==> src/rtl/ccpp_pkg.sv <==
// Shared types and constants for the coin changer poll response parser.
// No dependencies; imported by every module of the block.
`timescale 1ns / 1ps
package ccpp_pkg;

    localparam int MAX_RESPONSE_BYTES = 16;
    localparam int POS_W = $clog2(MAX_RESPONSE_BYTES + 1);

    localparam int CFG_IDX_W = 2;
    localparam logic [CFG_IDX_W-1:0] CFG_COIN_SCALING = 2'd0;
    localparam logic [CFG_IDX_W-1:0] CFG_CREDIT_LOW   = 2'd1;
    localparam logic [CFG_IDX_W-1:0] CFG_CREDIT_HIGH  = 2'd2;

    localparam logic [4:0] STATUS_FIRST_KNOWN = 5'd1;
    localparam logic [4:0] STATUS_LAST_KNOWN  = 5'd13;
    localparam logic [4:0] STATUS_BUSY_A      = 5'd2;
    localparam logic [4:0] STATUS_BUSY_B      = 5'd10;
    localparam logic [4:0] STATUS_RESET       = 5'd11;

    typedef enum logic [2:0] {
        KIND_DISPENSE  = 3'd0,
        KIND_CREDITED  = 3'd1,
        KIND_REJECTED  = 3'd2,
        KIND_SLUG      = 3'd3,
        KIND_STATUS    = 3'd4,
        KIND_TUBE      = 3'd5,
        KIND_UNKNOWN   = 3'd6,
        KIND_IGNORED   = 3'd7
    } ccpp_kind_t;

    typedef struct packed {
        logic [7:0] rx_byte;
        logic       eor;
    } ccpp_item_t;

endpackage

==> src/rtl/ccpp_cfg_regs.sv <==
// Configuration registers: coin scaling and the sixteen coin credit bytes.
// Gives the scaled credit of a coin type. Depends on ccpp_pkg.
`timescale 1ns / 1ps
module ccpp_cfg_regs
    import ccpp_pkg::*;
(
    input  logic                 clk,
    input  logic                 rst_n,
    input  logic                 cfg_valid,
    output logic                 cfg_ready,
    input  logic [CFG_IDX_W-1:0] cfg_index,
    input  logic [63:0]          cfg_data,
    input  logic [3:0]           coin_type,
    output logic [15:0]          credit_add
);

    logic [7:0]  scaling_reg;
    logic [63:0] table_low_reg;
    logic [63:0] table_high_reg;
    logic [63:0] table_word;
    logic [7:0]  credit_byte;

    assign cfg_ready = 1'b1;

    always_ff @(posedge clk or negedge rst_n)
    begin
        if (!rst_n)
        begin
            scaling_reg    <= '0;
            table_low_reg  <= '0;
            table_high_reg <= '0;
        end
        else if (cfg_valid && cfg_ready)
        begin
            case (cfg_index)
                CFG_COIN_SCALING: scaling_reg    <= cfg_data[7:0];
                CFG_CREDIT_LOW:   table_low_reg  <= cfg_data;
                CFG_CREDIT_HIGH:  table_high_reg <= cfg_data;
                default:          ;
            endcase
        end
    end

    always_comb
    begin
        table_word  = coin_type[3] ? table_high_reg : table_low_reg;
        credit_byte = table_word[{coin_type[2:0], 3'b000} +: 8];
        credit_add  = credit_byte * scaling_reg;
    end

endmodule

==> src/rtl/ccpp_in_stage.sv <==
// Input register: holds one received byte and its end-of-response mark.
// Depends on ccpp_pkg.
`timescale 1ns / 1ps
module ccpp_in_stage
    import ccpp_pkg::*;
(
    input  logic       clk,
    input  logic       rst_n,
    input  logic       in_valid,
    output logic       in_stall,
    input  logic [7:0] rx_byte,
    input  logic       end_of_response,
    output logic       item_valid,
    output ccpp_item_t item,
    input  logic       advance
);

    logic       valid_reg;
    logic       valid_next;
    ccpp_item_t item_reg;
    logic       accept;

    assign in_stall   = valid_reg && !advance;
    assign accept     = in_valid && !in_stall;
    assign item_valid = valid_reg;
    assign item       = item_reg;

    always_comb
    begin
        if (accept)
            valid_next = 1'b1;
        else if (advance)
            valid_next = 1'b0;
        else
            valid_next = valid_reg;
    end

    always_ff @(posedge clk or negedge rst_n)
    begin
        if (!rst_n)
            valid_reg <= 1'b0;
        else
            valid_reg <= valid_next;
    end

    always_ff @(posedge clk)
    begin
        if (accept)
        begin
            item_reg.rx_byte <= rx_byte;
            item_reg.eor     <= end_of_response;
        end
    end

endmodule

==> src/rtl/ccpp_classify.sv <==
// Byte classifier: response state, credit accumulation and result register.
// Depends on ccpp_pkg; takes scaled credit from ccpp_cfg_regs.
`timescale 1ns / 1ps
module ccpp_classify
    import ccpp_pkg::*;
(
    input  logic        clk,
    input  logic        rst_n,
    input  logic        item_valid,
    input  ccpp_item_t  item,
    output logic        advance,
    output logic [3:0]  lookup_type,
    input  logic [15:0] credit_add,
    output logic        out_valid,
    input  logic        out_stall,
    output logic [2:0]  event_kind,
    output logic [3:0]  coin_type,
    output logic [4:0]  event_count,
    output logic [1:0]  route,
    output logic [4:0]  status_code,
    output logic [7:0]  tube_coins,
    output logic [31:0] credit_total,
    output logic        reset_seen,
    output logic        busy_seen,
    output logic        last
);

    logic             pending_reg, pending_next;
    logic             discard_reg, discard_next;
    logic [POS_W-1:0] pos_reg, pos_next;
    logic [31:0]      credit_reg, credit_next;
    logic             rflag_reg, rflag_next;
    logic             bflag_reg, bflag_next;

    logic             out_valid_reg, out_valid_next;
    ccpp_kind_t       kind_reg, kind_next;
    logic [3:0]       type_reg, type_next;
    logic [4:0]       count_reg, count_next;
    logic [1:0]       route_reg, route_next;
    logic [4:0]       status_reg, status_next;
    logic [7:0]       tube_reg, tube_next;
    logic             last_reg;

    logic [7:0]       b;
    logic [4:0]       low5;
    logic [32:0]      sum;
    logic             beyond;

    assign advance     = item_valid && (!out_valid_reg || !out_stall);
    assign b           = item.rx_byte;
    assign low5        = b[4:0];
    assign lookup_type = b[3:0];
    assign sum         = {1'b0, credit_reg} + {17'd0, credit_add};
    assign beyond      = (pos_reg >= POS_W'(MAX_RESPONSE_BYTES));

    always_comb
    begin
        pending_next = pending_reg;
        discard_next = discard_reg;
        credit_next  = credit_reg;
        rflag_next   = rflag_reg;
        bflag_next   = bflag_reg;
        pos_next     = beyond ? pos_reg : pos_reg + POS_W'(1);
        kind_next    = KIND_IGNORED;
        type_next    = '0;
        count_next   = '0;
        route_next   = '0;
        status_next  = '0;
        tube_next    = '0;

        if (beyond || discard_reg)
        begin
            kind_next = KIND_IGNORED;
        end
        else if (pending_reg)
        begin
            kind_next    = KIND_TUBE;
            tube_next    = b;
            pending_next = 1'b0;
        end
        else if (b[7])
        begin
            kind_next    = KIND_DISPENSE;
            count_next   = {2'b00, b[6:4]};
            type_next    = b[3:0];
            pending_next = 1'b1;
        end
        else if (b[6])
        begin
            route_next   = b[5:4];
            type_next    = b[3:0];
            pending_next = 1'b1;
            if (!b[5])
            begin
                kind_next   = KIND_CREDITED;
                credit_next = sum[32] ? 32'hFFFF_FFFF : sum[31:0];
            end
            else
            begin
                kind_next = KIND_REJECTED;
            end
        end
        else if (b[5])
        begin
            kind_next  = KIND_SLUG;
            count_next = low5;
        end
        else
        begin
            status_next = low5;
            if (low5 >= STATUS_FIRST_KNOWN && low5 <= STATUS_LAST_KNOWN)
            begin
                kind_next = KIND_STATUS;
                if (low5 == STATUS_BUSY_A || low5 == STATUS_BUSY_B)
                    bflag_next = 1'b1;
                if (low5 == STATUS_RESET)
                    rflag_next = 1'b1;
            end
            else
            begin
                kind_next    = KIND_UNKNOWN;
                discard_next = 1'b1;
            end
        end

        if (advance)
            out_valid_next = 1'b1;
        else if (!out_stall)
            out_valid_next = 1'b0;
        else
            out_valid_next = out_valid_reg;
    end

    always_ff @(posedge clk or negedge rst_n)
    begin
        if (!rst_n)
        begin
            pending_reg   <= 1'b0;
            discard_reg   <= 1'b0;
            pos_reg       <= '0;
            credit_reg    <= '0;
            rflag_reg     <= 1'b0;
            bflag_reg     <= 1'b0;
            out_valid_reg <= 1'b0;
        end
        else
        begin
            out_valid_reg <= out_valid_next;
            if (advance)
            begin
                credit_reg <= credit_next;
                if (item.eor)
                begin
                    pending_reg <= 1'b0;
                    discard_reg <= 1'b0;
                    pos_reg     <= '0;
                    rflag_reg   <= 1'b0;
                    bflag_reg   <= 1'b0;
                end
                else
                begin
                    pending_reg <= pending_next;
                    discard_reg <= discard_next;
                    pos_reg     <= pos_next;
                    rflag_reg   <= rflag_next;
                    bflag_reg   <= bflag_next;
                end
            end
        end
    end

    // result payload; the seen flags are captured before end-of-response clears them
    always_ff @(posedge clk)
    begin
        if (advance)
        begin
            kind_reg     <= kind_next;
            type_reg     <= type_next;
            count_reg    <= count_next;
            route_reg    <= route_next;
            status_reg   <= status_next;
            tube_reg     <= tube_next;
            credit_total <= credit_next;
            reset_seen   <= rflag_next;
            busy_seen    <= bflag_next;
            last_reg     <= item.eor;
        end
    end

    assign out_valid   = out_valid_reg;
    assign event_kind  = kind_reg;
    assign coin_type   = type_reg;
    assign event_count = count_reg;
    assign route       = route_reg;
    assign status_code = status_reg;
    assign tube_coins  = tube_reg;
    assign last        = last_reg;

endmodule

==> src/rtl/coin_changer_poll_parser.sv <==
// Top level of the coin changer poll response parser.
// Depends on ccpp_pkg, ccpp_cfg_regs, ccpp_in_stage and ccpp_classify.
//
//   channel  handshake            payload
//   in       in_valid / in_stall  rx_byte, end_of_response
//   out      out_valid/ out_stall event_kind .. last (one result per byte)
//   cfg      cfg_valid/ cfg_ready cfg_index, cfg_data
//
// One byte per cycle sustained while out_stall is low; each byte passes from the
// input register through classify and credit update into the result register
// (one 8x8 multiply and 32-bit saturating add between them).
// Reset clears the credit total, response state and all config registers.
// A stalled output holds its result and backs up into the input register.
`timescale 1ns / 1ps
module coin_changer_poll_parser
    import ccpp_pkg::*;
(
    input  logic                 clk,
    input  logic                 rst_n,
    input  logic                 in_valid,
    output logic                 in_stall,
    input  logic [7:0]           rx_byte,
    input  logic                 end_of_response,
    output logic                 out_valid,
    input  logic                 out_stall,
    output logic [2:0]           event_kind,
    output logic [3:0]           coin_type,
    output logic [4:0]           event_count,
    output logic [1:0]           route,
    output logic [4:0]           status_code,
    output logic [7:0]           tube_coins,
    output logic [31:0]          credit_total,
    output logic                 reset_seen,
    output logic                 busy_seen,
    output logic                 last,
    input  logic                 cfg_valid,
    output logic                 cfg_ready,
    input  logic [CFG_IDX_W-1:0] cfg_index,
    input  logic [63:0]          cfg_data
);

    logic       item_valid;
    ccpp_item_t item;
    logic       advance;
    logic [3:0] lookup_type;
    logic [15:0] credit_add;

    ccpp_cfg_regs u_cfg (
        .clk        (clk),
        .rst_n      (rst_n),
        .cfg_valid  (cfg_valid),
        .cfg_ready  (cfg_ready),
        .cfg_index  (cfg_index),
        .cfg_data   (cfg_data),
        .coin_type  (lookup_type),
        .credit_add (credit_add)
    );

    ccpp_in_stage u_in (
        .clk             (clk),
        .rst_n           (rst_n),
        .in_valid        (in_valid),
        .in_stall        (in_stall),
        .rx_byte         (rx_byte),
        .end_of_response (end_of_response),
        .item_valid      (item_valid),
        .item            (item),
        .advance         (advance)
    );

    ccpp_classify u_cls (
        .clk          (clk),
        .rst_n        (rst_n),
        .item_valid   (item_valid),
        .item         (item),
        .advance      (advance),
        .lookup_type  (lookup_type),
        .credit_add   (credit_add),
        .out_valid    (out_valid),
        .out_stall    (out_stall),
        .event_kind   (event_kind),
        .coin_type    (coin_type),
        .event_count  (event_count),
        .route        (route),
        .status_code  (status_code),
        .tube_coins   (tube_coins),
        .credit_total (credit_total),
        .reset_seen   (reset_seen),
        .busy_seen    (busy_seen),
        .last         (last)
    );

endmodule

==> config.mk <==
export PLATFORM = sky130hd
export DESIGN_NAME = coin_changer_poll_parser
export DESIGN_NICKNAME = d
export VERILOG_FILES = /design/src/rtl/ccpp_pkg.sv /design/src/rtl/ccpp_cfg_regs.sv /design/src/rtl/ccpp_in_stage.sv /design/src/rtl/ccpp_classify.sv /design/src/rtl/coin_changer_poll_parser.sv
export SDC_FILE = /design/constraint.sdc
export NUM_CORES = 1
export LEC_CHECK = 0
export BUFFER_PORTS_ARGS = -buffer_cell sky130_fd_sc_hd__buf_4
export CAP_MARGIN = 20
export CORE_MARGIN = 2
export CORE_UTILIZATION = 42
export CTS_CLUSTER_SIZE = 8
export DETAILED_ROUTE_END_ITERATION = 7
export PLACE_DENSITY_LB_ADDON = 0.08
export SKIP_LAST_GASP = 1
export SYNTH_ARGS = -nofsm -noshare
export SYNTH_HDL_FRONTEND = slang
export SYNTH_SLANG_ARGS = --single-unit
==> constraint.sdc <==
create_clock -name clk -period 12.7 [get_ports clk]
set_clock_uncertainty 0.1 [all_clocks]
set_input_delay 2.54 -clock clk [delete_from_list [all_inputs] [get_ports clk]]
set_output_delay 2.54 -clock clk [all_outputs]
set_load 0.02 [all_outputs]
==> reports/results.ini <==
[outcome]
status=complete, no violations

[final_layout]
postLayoutCoreUtil=0.5086
finalNonFillerCells=1667
final_cell_mix=dfrtp_1 (179), buf_4 (150), mux2_2 (145)
drive_gt1_frac=0.2935
nets=1420
final_common_cell=dfrtp_1
area_growth_syn_to_layout_pct=18.43
fillCellCount=2883

[routing]
wl_um=31690
routed_via_density=5.347
drtAntennaViolNets=0
firstDrtPassIters=4
post_drt_wl_per_cell_um=19.01
routed-via-count=8914
route.detailed.drc=0
drt_iter0_markers=488

[global_route]
overflow=0
track_usage=0.1921
grt_pass1_vias=9157
grt_pass1_wl_um=51000
grt_max_degree=79
antenna_found_initial=2

[hold_path]
hold_start=u_in.item_valid
hold_end=u_cls.out_valid
min_path_type=register to register
whs_path_depth=1

[timing]
min_period_ps=7547
slew_headroom=0.3480
max_freq_ghz=0.1325
worst_pin_slew_ps=978.0
finalSetupTns_ps=0
rsz0062_at_grt=false
slew_violations=0
period_share=0.5943
finalSetupViolations=0
finalHoldViolCount=0

[yosys]
synthAdderAreaFrac=0.1139
synth-compound-area-share=0.07753
syn_area_um2=13620
syn_nets=1277
synthDistinctLibCells=63
ys_ff_latch=250
synth_xor_area_frac=0.009002
ys.flop_type=dfrtp_1
synth_top_family_by_area=multiplexers
avgSynthCellArea_um2=12.35
synth-simple-area-share=0.09168
synthArstFlopShare=0.7160
synth.area.mux_share=0.1781
netlist_instances=1103
synth_edf_count=71
ys_warn_count=0
ys_seq_area_frac=0.4854

[clock_network]
cts_buffers=37
cts_sinks=250
ctsResizeCount=0
path_clk_slew_ps=50
h-tree-depth=2
post_cts_buffers=0
root_buffer=clkbuf_16
cts_hold_buf=0
clock_latency_ps=520
cts_max_path_buffers=3
cts_tree=built

[critical_path]
rr_startpoint=u_in.item[2]
cp.required_ps=12960
critPathArrivalTime_ps=7810
startpoint_type=register
crit_type=register to register
rr_endpoint=u_cls.credit_total[25]
worstRegToRegCells=19
critPathCaptureType=register
worst-path-max-fanout=19
r2r_setup_slack_ps=5150

[place]
numPortBuffers=143
dp_cells=1609
dpl.hpwl_um=22120
globalplace.congestion=0.8139

[pwr]
leakagePower_uw=0.007261
power-per-cell-area_nw_per_um2=255.1
peakVddDrop_mv=0.2342

[run]
maxCapViolations=0

[floorplanning]
die_area_um2=33890
start_util=0.4294
num_rows=65
die_w_um=184.1
die_h_um=184.1
coreArea_um2=31720
ioPinCount=145

where the power goes:
group | leakage, uW | total [uW] | internal [uW] | switching, uW
combinational | 0.00391 | 2100 | 911 | 1190
clock | 0.000513 | 902 | 553 | 349
sequential | 0.00284 | 1110 | 1000 | 109
total | 0.00726 | 4120 | 2470 | 1650
layout make-up:
class / count / area [um2] / area share
clock inverters: 3 / 43.79 / 0.002715
well taps: 402 / 503.0 / 0.03118
clock buffers: 54 / 1021 / 0.06330
flip-flops and latches: 250 / 6611 / 0.4099
repair buffers: 152 / 1142 / 0.07082
diodes: 1 / 2.502 / 0.0001551
inverters: 106 / 397.9 / 0.02467
multi-input cells: 699 / 6409 / 0.3973
cells in the mapped netlist (12+ instances only):
master | n | share of area
dfrtp_1 | 179 | 0.33
mux2_2 | 145 | 0.12
inv_1 | 104 | 0.029
edfxtp_1 | 71 | 0.16
nand2_1 | 67 | 0.018
and2_1 | 51 | 0.023
fa_1 | 50 | 0.073
a21oi_1 | 47 | 0.017
ha_1 | 44 | 0.040
mux2i_1 | 32 | 0.024
nor2_1 | 31 | 0.0085
o22a_1 | 29 | 0.019
and3_1 | 27 | 0.012
clkbuf_1 | 27 | 0.0074
mux4_2 | 17 | 0.028
nand3_1 | 17 | 0.0062
o221ai_1 | 15 | 0.0096
buf_2 | 12 | 0.0044
o21ai_0 | 12 | 0.0044
critical path, stage by stage, from the launching register on:
cell	delay (ps)
edfxtp_1	820
nand2b_1	560
o221ai_1	530
o22ai_1	150
a21oi_1	640
and2_1	260
fa_1	430
fa_1	520
fa_1	540
inv_1	50
fa_1	520
inv_1	40
ha_1	350
a21oi_1	90
o21ai_1	240
nor2_1	90
a211oi_2	500
nand3_1	410
and4_1	340
a31oi_1	170
kinds of logic after synthesis:
family                   after synthesis
flip-flops                           250
AND/OR/NAND/NOR                      236
multiplexers                         202
buffers and inverters                154
AO/OA/AOI/OAI                        152
adder cells (fa/ha/maj)               94
XOR/XNOR                              14
other                                  1
routing by layer:
metal | track usage | part of all wire
met1 | 0.2663 | 0.46
met2 | 0.3023 | 0.47
met3 | 0.03962 | 0.046
met4 | 0.06336 | 0.029
met5 | 0 | 0.00035
worst max-delay path by stage:
| stage | from | end | slack [ps] | depth (start not counted) |
|---|---|---|---|---|
| detailed placement | u_in.item[2] | u_cls.credit_total[25] | 5050 | 19 |
| global route | u_in.item[2] | u_cls.credit_total[21] | 4530 | 19 |
| floorplan | u_in.item[4] | u_cls.credit_total[28] | 6690 | 19 |
| CTS | u_in.item[2] | u_cls.credit_total[25] | 5030 | 19 |
| global placement | u_in.item[2] | u_cls.credit_total[25] | 5190 | 18 |
| finish | u_in.item[2] | u_cls.credit_total[25] | 5150 | 19 |
per-stage QoR:
step	total power [uW]	cell area (um2)	setup WS, ps	hold slack (ps)
floorplan	2735	13620	6690	324.4
global route	4512	16130	4530	410.7
detailed placement	3238	15060	5051	385.9
finish	4115	16130	5153	383.8
global placement	3239	15060	5195	370.4
CTS	4169	16130	5026	387.3
Note: power is estimated with default switching activity, not from simulation.
